<file path="src/hw/rtl/fic_pkg.sv">
// Package for the Fenwick-tree inversion counter.
// Holds the word types of both channels, the front-to-back command and the
// state encoding. Depends on nothing.
`default_nettype none

package fic_pkg;

   // Default sizes of the tree.
   localparam int DEF_TABLE_SIZE = 1024;
   localparam int DEF_COUNT_BITS = 32;

   // Fixed field widths of the channel words.
   localparam int VALUE_BITS = 10;
   localparam int INV_BITS   = 63;
   localparam int ITEM_BITS  = 32;

   // Largest totals before saturation.
   localparam logic [INV_BITS-1:0]  INV_MAX  = '1;
   localparam logic [ITEM_BITS-1:0] ITEM_MAX = '1;

   // Input word.
   typedef struct packed {
      logic                  action;
      logic [VALUE_BITS-1:0] value;
   } req_type;

   // Result word.
   typedef struct packed {
      logic [INV_BITS-1:0]  inversions;
      logic [ITEM_BITS-1:0] items_seen;
      logic                 value_rejected;
   } rsp_type;

   // Classification made by the front end.
   typedef enum logic [1:0] {
      CMD_INSERT,
      CMD_CLEAR,
      CMD_REJECT
   } cmd_kind_type;

   // Command handed from the front end to the tree engine.
   typedef struct packed {
      cmd_kind_type          kind;
      logic [VALUE_BITS-1:0] value;
   } cmd_type;

   // Tree engine states.
   typedef enum logic [2:0] {
      ST_SWEEP,
      ST_IDLE,
      ST_QUERY,
      ST_DIFF,
      ST_ACCUM,
      ST_UPDATE,
      ST_RESULT
   } back_state_type;

endpackage

`default_nettype wire

</file>
<file path="src/hw/rtl/fic_front.sv">
// Front end of the inversion counter: takes input words, classifies them
// and holds them in a two-entry command queue. Depends on fic_pkg.
`default_nettype none

module fic_front #(
   parameter int TABLE_SIZE = fic_pkg::DEF_TABLE_SIZE
) (
   input  wire logic             clock,
   input  wire logic             reset,
   input  wire logic             req_push,
   output logic                  req_full,
   input  wire fic_pkg::req_type req_data,
   output logic                  cmd_valid,
   output fic_pkg::cmd_type      cmd_data,
   input  wire logic             cmd_pop
);

   fic_pkg::cmd_type queue_ff [2];
   logic             head_ff, head_in;
   logic             tail_ff, tail_in;
   logic [1:0]       count_ff, count_in;
   fic_pkg::cmd_type cmd_new;
   logic             push_ok;
   logic             pop_ok;

   // Classify the incoming word.
   always_comb begin
      cmd_new.value = req_data.value;
      if (req_data.action) begin
         cmd_new.kind = fic_pkg::CMD_CLEAR;
      end else if (req_data.value == '0 ||
                   32'(req_data.value) >= 32'(TABLE_SIZE)) begin
         cmd_new.kind = fic_pkg::CMD_REJECT;
      end else begin
         cmd_new.kind = fic_pkg::CMD_INSERT;
      end
   end

   // Queue pointers and fill count.
   assign req_full  = (count_ff == 2'd2);
   assign cmd_valid = (count_ff != 2'd0);
   assign cmd_data  = queue_ff[head_ff];
   assign push_ok   = req_push && !req_full;
   assign pop_ok    = cmd_pop && cmd_valid;

   always_comb begin
      head_in  = pop_ok  ? !head_ff : head_ff;
      tail_in  = push_ok ? !tail_ff : tail_ff;
      count_in = count_ff;
      if (push_ok && !pop_ok) begin
         count_in = count_ff + 2'd1;
      end else if (!push_ok && pop_ok) begin
         count_in = count_ff - 2'd1;
      end
   end

   always_ff @(posedge clock) begin
      if (reset) begin
         head_ff  <= 1'b0;
         tail_ff  <= 1'b0;
         count_ff <= 2'd0;
      end else begin
         head_ff  <= head_in;
         tail_ff  <= tail_in;
         count_ff <= count_in;
      end
   end

   // Queue storage.
   always_ff @(posedge clock) begin
      if (push_ok) begin
         queue_ff[tail_ff] <= cmd_new;
      end
   end

endmodule

`default_nettype wire

</file>
<file path="config.mk">
export PLATFORM = sky130hd
export DESIGN_NAME = fic_front
export DESIGN_NICKNAME = d
export VERILOG_FILES = /design/src/hw/rtl/fic_pkg.sv /design/src/hw/rtl/fic_front.sv
export SDC_FILE = /design/constraint.sdc
export NUM_CORES = 1
export LEC_CHECK = 0
export BUFFER_PORTS_ARGS = -buffer_cell sky130_fd_sc_hd__buf_2
export CORE_MARGIN = 10
export CORE_UTILIZATION = 36
export CTS_CLUSTER_DIAMETER = 40
export DETAILED_ROUTE_END_ITERATION = 6
export HOLD_SLACK_MARGIN = 0.1
export PLACE_DENSITY = 0.62
export SLEW_MARGIN = 10
export SYNTH_ARGS = -nofsm -noshare
export SYNTH_HDL_FRONTEND = slang
export SYNTH_SLANG_ARGS = --single-unit
</file>
<file path="constraint.sdc">
create_clock -name clock -period 1.29 [get_ports clock]
set_input_delay 0.258 -clock clock [delete_from_list [all_inputs] [get_ports clock]]
set_output_delay 0.258 -clock clock [all_outputs]
set_load 0.03 [all_outputs]
</file>
* Word level (Yosys, flattened, before mapping)
Memory sizes are Yosys's and may differ from the RTL's. A register that Yosys moved wholly into a read port is not among the register bits. Index checks and enable logic that the tools add are counted.
Word-level totals: word-level logic and storage cells 27, output and inout port bits 14, input bits 15, register bits 4, RAM bits 24, memories kept 1
Memories:
- queue_ff | depth 2, width 12, read ports 1, clocked after memory_dff 1, write ports 1, line fic_front.sv:18 | fic_pkg::cmd_type queue_ff [2];
Operators by class: muxes and demuxes 8, eq/ne operators 1, $add $sub $neg 2, reduce and logical (&&, ||, !) cells 12
Operators with widths (count):
- $logic_not A10 Y1 | 1
- $mux W2 | 4
- $logic_not A1 Y1 | 5
- $logic_and A1 B1 Y1 | 4
- $mux W1 | 4
- $reduce_bool A2 Y1 | 2
- $add A2 B1 Y2 const B | 1
- $eq A2 B2 Y1 const B | 1
- $sub A2 B1 Y2 const B | 1

* Depth between registers and ports, before layout
Gate-level depths: netlist of run 1.
depth in word-level cells 7, mapped depth 6, mapped depth without buffers 6

* Worst setup path before layout of run 1
No wires, ideal clock.
path kind flip-flop to flip-flop, start reg count_ff[1], end reg count_ff[1], arrival time 1.570 ns, setup slack -0.350 ns, data required time 1.220 ns, cell stages (with the launch flop) 6, buffers on the path 0, period minus slack after synthesis 1.640 ns, library setup time 0.070 ns, path through dfxtp_1 > nor2b_2 > nor2_1 > ha_1 > or3_1 > a21oi_1
On the way: cells in the longest elaborated chain, start to end 6, elaborated cells on any way between the ends 14, those cells by class add/sub: 2; eq/ne: 1; mux: 2; reduce/logical: 9
Ends and longest elaborated chain:
- start: declaration | line fic_front.sv:21 | logic [1:0] count_ff, count_in;
- start signal: assignment | line fic_front.sv:65 | count_ff <= count_in;
- $eq A2 B2 Y1 * | line fic_front.sv:40 | assign req_full = (count_ff == 2'd2);
- named net req_full | line fic_front.sv:11 | output logic req_full,
- $logic_not A1 Y1 * | line fic_front.sv:43 | assign push_ok = req_push && !req_full;
- $logic_and A1 B1 Y1 * | line fic_front.sv:43
- $logic_not A1 Y1 | line fic_front.sv:52 | end else if (!push_ok && pop_ok) begin
- $logic_and A1 B1 Y1 | line fic_front.sv:52
- $reduce_bool A2 Y1 (no line)
Mark *: on every way through the listed nets, which the timed path passes. The rest lies on a longest branch. The select of a mux whose other input is x is not followed. A chain may end at the register's enable or synchronous reset.

==> metrics.csv, run 1 <==
metric;value;unit
status;finished with violations;
failed_checks;negative setup slack;
period_share;120;%
io_pins;29;
dieWidth;75.4;um
cts_tree;done;
synth_area_leader_cell;edfxtp_1;
clock_sinks;29;
antenna_found_initial;0;
r2r_slack;-0.22;ns
fp.dieH;75.4;um
drt_iter0_drc;32;
power_density;2140;nW/um2
finalSetupViolCount;27;
synth-warning-count;0;
path_clk_slew;0.09;ns
hold_viol_final;0;
final_cell_area;1680;um2
viasPerCell;4.80;
fmax;0.647;GHz
routed_wirelength;2580;um
hold_path.class;primary input to flop;
grt_usage;10.0;%
firstDrtPassIters;4;
ys_types;16;
dr_total_vias;701;
worstSkewPairLatency;0.32;ns
cp_max_fo;6;
grt_pass1_vias;809;
start_kind;flop;
remaining_drc_errors;0;
end_kind;primary output;
slew_headroom;76.4;%
cts_root_buf;clkbuf_4;
avgRoutedWirePerCell;17.7;um
nets;128;
area_growth;51.8;%
synth_nets;82;
finalNonFillerCells;146;
syn_inst;66;
arrival;1.29;ns
r2r_start;count_ff[1];
hold_depth;1;
synth_seq_area_share;74.4;%
rsz0062_at_grt;true;
clock_path_buffers;2;
maxCapViolations;0;
worstSetupPathType;flop to primary output;
initial_utilization;36.7;%
grt_max_degree;13;
yosys-top-cells-area;edfxtp_1, mux2_2, dfxtp_1, xor2_1, nor4_1;
worstRegToRegCells;6;
final_cell_mix;edfxtp_1, buf_6, buf_2;
layout_commonest_cell;edfxtp_1;
num_antenna_cells;0;
fin_worst_skew;0.00656;ns
finalCriticalPeriod;1.55;ns
ant_nets;0;
placed_cell_area;1360;um2
portBuffers;28;
cts_made_buffers;5;
rows;20;
slew_violations;0;
core;3000;um2
post_route_cells_drive_above_1_share;62.8;%
grt_overflow;0;
synth-seq-cells;29;
dpl.cell_count;132;
synth_top_cell_area_share;65.3;%
p_leak;0.665;nW
fin_ws;-0.256;ns
dieArea;5680;um2
timing.rr.end;count_ff[1];
syn_area;1100;um2
grt_pass1_wl;4040;um
synth.avg_cell_area;16.7;um2
cp-endpoint;cmd_data[3];
gp_congestion;0.700;
ir_drop;1.12;mV
hpwl;1630;um
critPathRequiredTime;1.03;ns
tightest_slew;0.351;ns
htreeDepth;2;
worst min path at each step:
stage | slack [ns] | endpoint | startpoint
after CTS | 0.13 | queue_ff[0][2] | req_data[2]
after detailed placement | 0.47 | tail_ff | tail_ff
after floorplan | 0.32 | count_ff[1] | reset
after global placement | 0.46 | queue_ff[0][1] | req_data[1]
final | 0.14 | queue_ff[0][2] | req_data[2]
after global routing | 0.12 | queue_ff[0][2] | req_data[2]
where the power goes:
group	leakage [nW]	switching [mW]	internal (mW)
clock network	0.0300	0.295	0.196
logic	0.367	0.835	0.961
registers	0.268	0.0989	1.21
total	0.665	1.23	2.36
timing repair:
action                                  in CTS  in global routing
hold buffers                                 0                  0
gates resized for setup                     50                  9
endpoints found under the setup margin      28                 22
gates cloned                                 2                  0
pin swaps                                    4                  3
setup buffers                                2                  2
sequential cells by signal (all words and copies together), names as in the netlist, named ones only:
register,count
count_ff,2
queue_ff,24
head_ff,1
tail_ff,1
per-layer routing:
metal  global-route usage [%]  vias up  routed length [um]
met2                     18.3       20                1460
met3                     5.21        2                 186
met5                        0        -                   0
met1                     9.43      341                 925
met4                     3.09        0                   9
li1                         -      338                   -
worst max-delay path, cell delays in order (launching register included):
cell and delay [ns]:
dfxtp_4 0.40, buf_12 0.13, mux2_4 0.30, buf_6 0.14
layout make-up:
class / count / area [um2]
repair inverters: 1 / 7.51
inverters: 2 / 12.5
clock inverters: 3 / 12.5
well taps: 33 / 41.3
repair buffers: 39 / 370
clock buffers: 5 / 37.5
fillers: 264 / 1330
multi-input cells: 34 / 364
flip-flops and latches: 29 / 830
per-stage QoR:
step | setup TNS, ns | worst slack (ns) | hold WS, ns | utilization, % | power, mW
final | -4.67 | -0.256 | 0.142 | 55.8 | 3.59
after global routing | -5.84 | -0.306 | 0.121 | 55.8 | 3.79
after global placement | -0.0994 | -0.0716 | 0.464 | 45.3 | 2.42
after floorplan | -0.225 | -0.225 | 0.320 | - | 2.04
after detailed placement | -0.590 | -0.178 | 0.470 | 45.3 | 2.45
after CTS | -3.54 | -0.269 | 0.129 | 53.8 | 3.45
synth_stat cells:
master and instances:
ha_1 1, mux2_2 12, inv_1 2, nor2_1 4, nor2b_2 1, o21ai_0 3
dfxtp_1 5, and2_1 1, edfxtp_1 24, buf_2 1, a21oi_1 2, or2_2 1
or3_1 2, nand2_1 1, xor2_1 3, nor4_1 3
kinds of logic (layout without fill, tap and decap cells):
group           count (synthesis)  after routing  share of synthesized area, %
compound gates                  5              5                          2.27
xor+xnor                        3              3                          2.38
flops                          29             29                          74.4
simple gates                   13             13                          6.46
fa+ha+maj                       1              1                          1.13
mux                            12             12                          12.2
buf+inv                         3             50                          1.13
(Power assumes the default switching activity.)
==> run 2, diff against run 1 <==
--- a/config.mk
+++ b/config.mk
@@ -8,6 +8,7 @@
 export BUFFER_PORTS_ARGS = -buffer_cell sky130_fd_sc_hd__buf_2
 export CORE_MARGIN = 10
 export CORE_UTILIZATION = 36
+export CTS_BUF_LIST = sky130_fd_sc_hd__clkbuf_8
 export CTS_CLUSTER_DIAMETER = 40
 export DETAILED_ROUTE_END_ITERATION = 6
 export HOLD_SLACK_MARGIN = 0.1
==> run 2 against run 1 <==
Sequential share of layout area fell by 0.48 points; power grew 4.3%; utilization up 0.54 points; the run still ends with negative setup slack left; register-to-register slack gained 0.04 ns; die area is the same; hold slack improved by 0.047 ns.
==> metrics.csv, run 2 (synthesis gave the netlist of run 1 again) <==
metric;value;unit
hold_path.class;primary input to flop;
critPathRequiredTime;1.03;ns
hold_viol_final;0;
num_antenna_cells;0;
dr_total_vias;695;
finalNonFillerCells;145;
placed_cell_area;1360;um2
dieArea;5680;um2
cts-hold-fix-buffers;0;
fin_ws;-0.203;ns
maxCapViolations;0;
routed_wirelength;2590;um
path_clk_slew;0.06;ns
largest_reg_flops;24;
ir_drop;1.32;mV
dieWidth;75.4;um
status;finished with violations;
gp_congestion;0.700;
fp.dieH;75.4;um
finalSetupViolCount;26;
cts_made_buffers;5;
worstRegToRegCells;6;
cp_max_fo;6;
rsz0062_at_grt;true;
r2r_slack;-0.18;ns
hold_depth;1;
cp_slowest_stage_delay;0.38;ns
grt_max_degree;13;
rows;20;
worstSkewPairLatency;0.27;ns
io_pins;29;
finalCriticalPeriod;1.49;ns
power_density;2210;nW/um2
cpLargestDelayFamily;flip-flops;
post_route_cells_drive_above_1_share;62.5;%
grt_usage;10.1;%
min_from;req_data[2];
period_share;116;%
grt_pass1_vias;820;
area_growth;53.3;%
avgRoutedWirePerCell;17.9;um
worstSetupPathType;flop to primary output;
dpl.cell_count;132;
arrival;1.24;ns
antenna_found_initial;0;
worstPathCellList;buf_12 > mux2_4 > buf_6;
crit_slowest_cell;dfxtp_4;
grt_pass1_wl;4100;um
cp_num_buf_inv;2;
failed_checks;negative setup slack;
clock_sinks;29;
timing.rr.end;count_ff[1];
tightest_slew;0.347;ns
slew_headroom;76.7;%
hpwl;1630;um
ant_nets;0;
cts_root_buf;clkbuf_8;
initial_utilization;36.7;%
core;3000;um2
pre_cts_slack;-0.178;ns
nets;127;
hold_slack;0.189;ns
viasPerCell;4.79;
layout_commonest_cell;edfxtp_1;
largest_registers;queue_ff: 24 flops, count_ff: 2 flops;
portBuffers;28;
drt_iter0_drc;33;
fin_worst_skew;0.00247;ns
firstDrtPassIters;2;
grt_overflow;0;
p_leak;0.671;nW
fmax;0.670;GHz
start_kind;flop;
slew_violations;0;
cts_tree;done;
r2r_start;count_ff[1];
final_cell_area;1690;um2
final_cell_mix;edfxtp_1, buf_6, buf_2;
end_kind;primary output;
remaining_drc_errors;0;
htreeDepth;2;
top_register;queue_ff;
hold_end;queue_ff[0][2];
clock_path_buffers;2;
[run 2: changes by cell type in the layout (fill, tap and decap cells not counted), sizes merged]
cell,delta
buf,-1
[run 2: final cells by class]
cell class / count / area [um2]
well taps: 33 / 41.3
flip-flops and latches: 29 / 830
repair buffers: 38 / 355
repair inverters: 1 / 7.51
inverters: 2 / 12.5
fillers: 259 / 1310
clock buffers: 5 / 68.8
clock inverters: 3 / 12.5
multi-input cells: 34 / 364
[run 2: timing repair]
item / in CTS / in global routing
gates cloned: 2 / 0
pin swaps: 1 / 1
endpoints found under the setup margin: 27 / 22
resized for setup: 47 / 11
setup buffers: 2 / 1
[run 2: metrics by stage]
stage	setup TNS (ns)	util [%]	total power, mW
5_1_grt	-4.60	56.3	3.95
2_1_floorplan	-0.225	-	2.04
4_1_cts	-2.75	54.7	3.63
3_3_place_gp	-0.0994	45.3	2.42
6_report	-3.73	56.3	3.74
3_5_place_dp	-0.590	45.3	2.45
[run 2: worst max-delay path by stage]
stage / from / to / slack [ns] / cells after the start
after floorplan: count_ff[1] / count_ff[1] / -0.22 / 5
after global placement: count_ff[1] / count_ff[1] / -0.07 / 6
after detailed placement: count_ff[1] / count_ff[1] / -0.18 / 6
after CTS: flop / cmd_data[6] / -0.21 / 3
after global routing: count_ff[1] / count_ff[1] / -0.24 / 6
final: flop / cmd_data[3] / -0.20 / 3
[run 2: routing by layer]
layer  global-route usage (%)  wire length [um]  up-vias
met5                        0                 0        -
met4                     4.95                28        0
met3                     3.78               177        4
met2                     18.3              1420       21
met1                     9.90               966      335
li1                         -                 -      335
[run 2: worst register-to-register path: stages (launching register included)]
cell and delay (ns):
dfxtp_2 0.34, nor2b_4 0.21, nor2_4 0.07, ha_4 0.16, xor2_2 0.14, or3_1 0.34, a21oi_2 0.14
[run 2: power by group]
| group | switching, mW | internal, mW |
|---|---|---|
| registers | 0.0928 | 1.21 |
| logic | 0.831 | 0.934 |
| clock network | 0.317 | 0.361 |
| total | 1.24 | 2.50 |
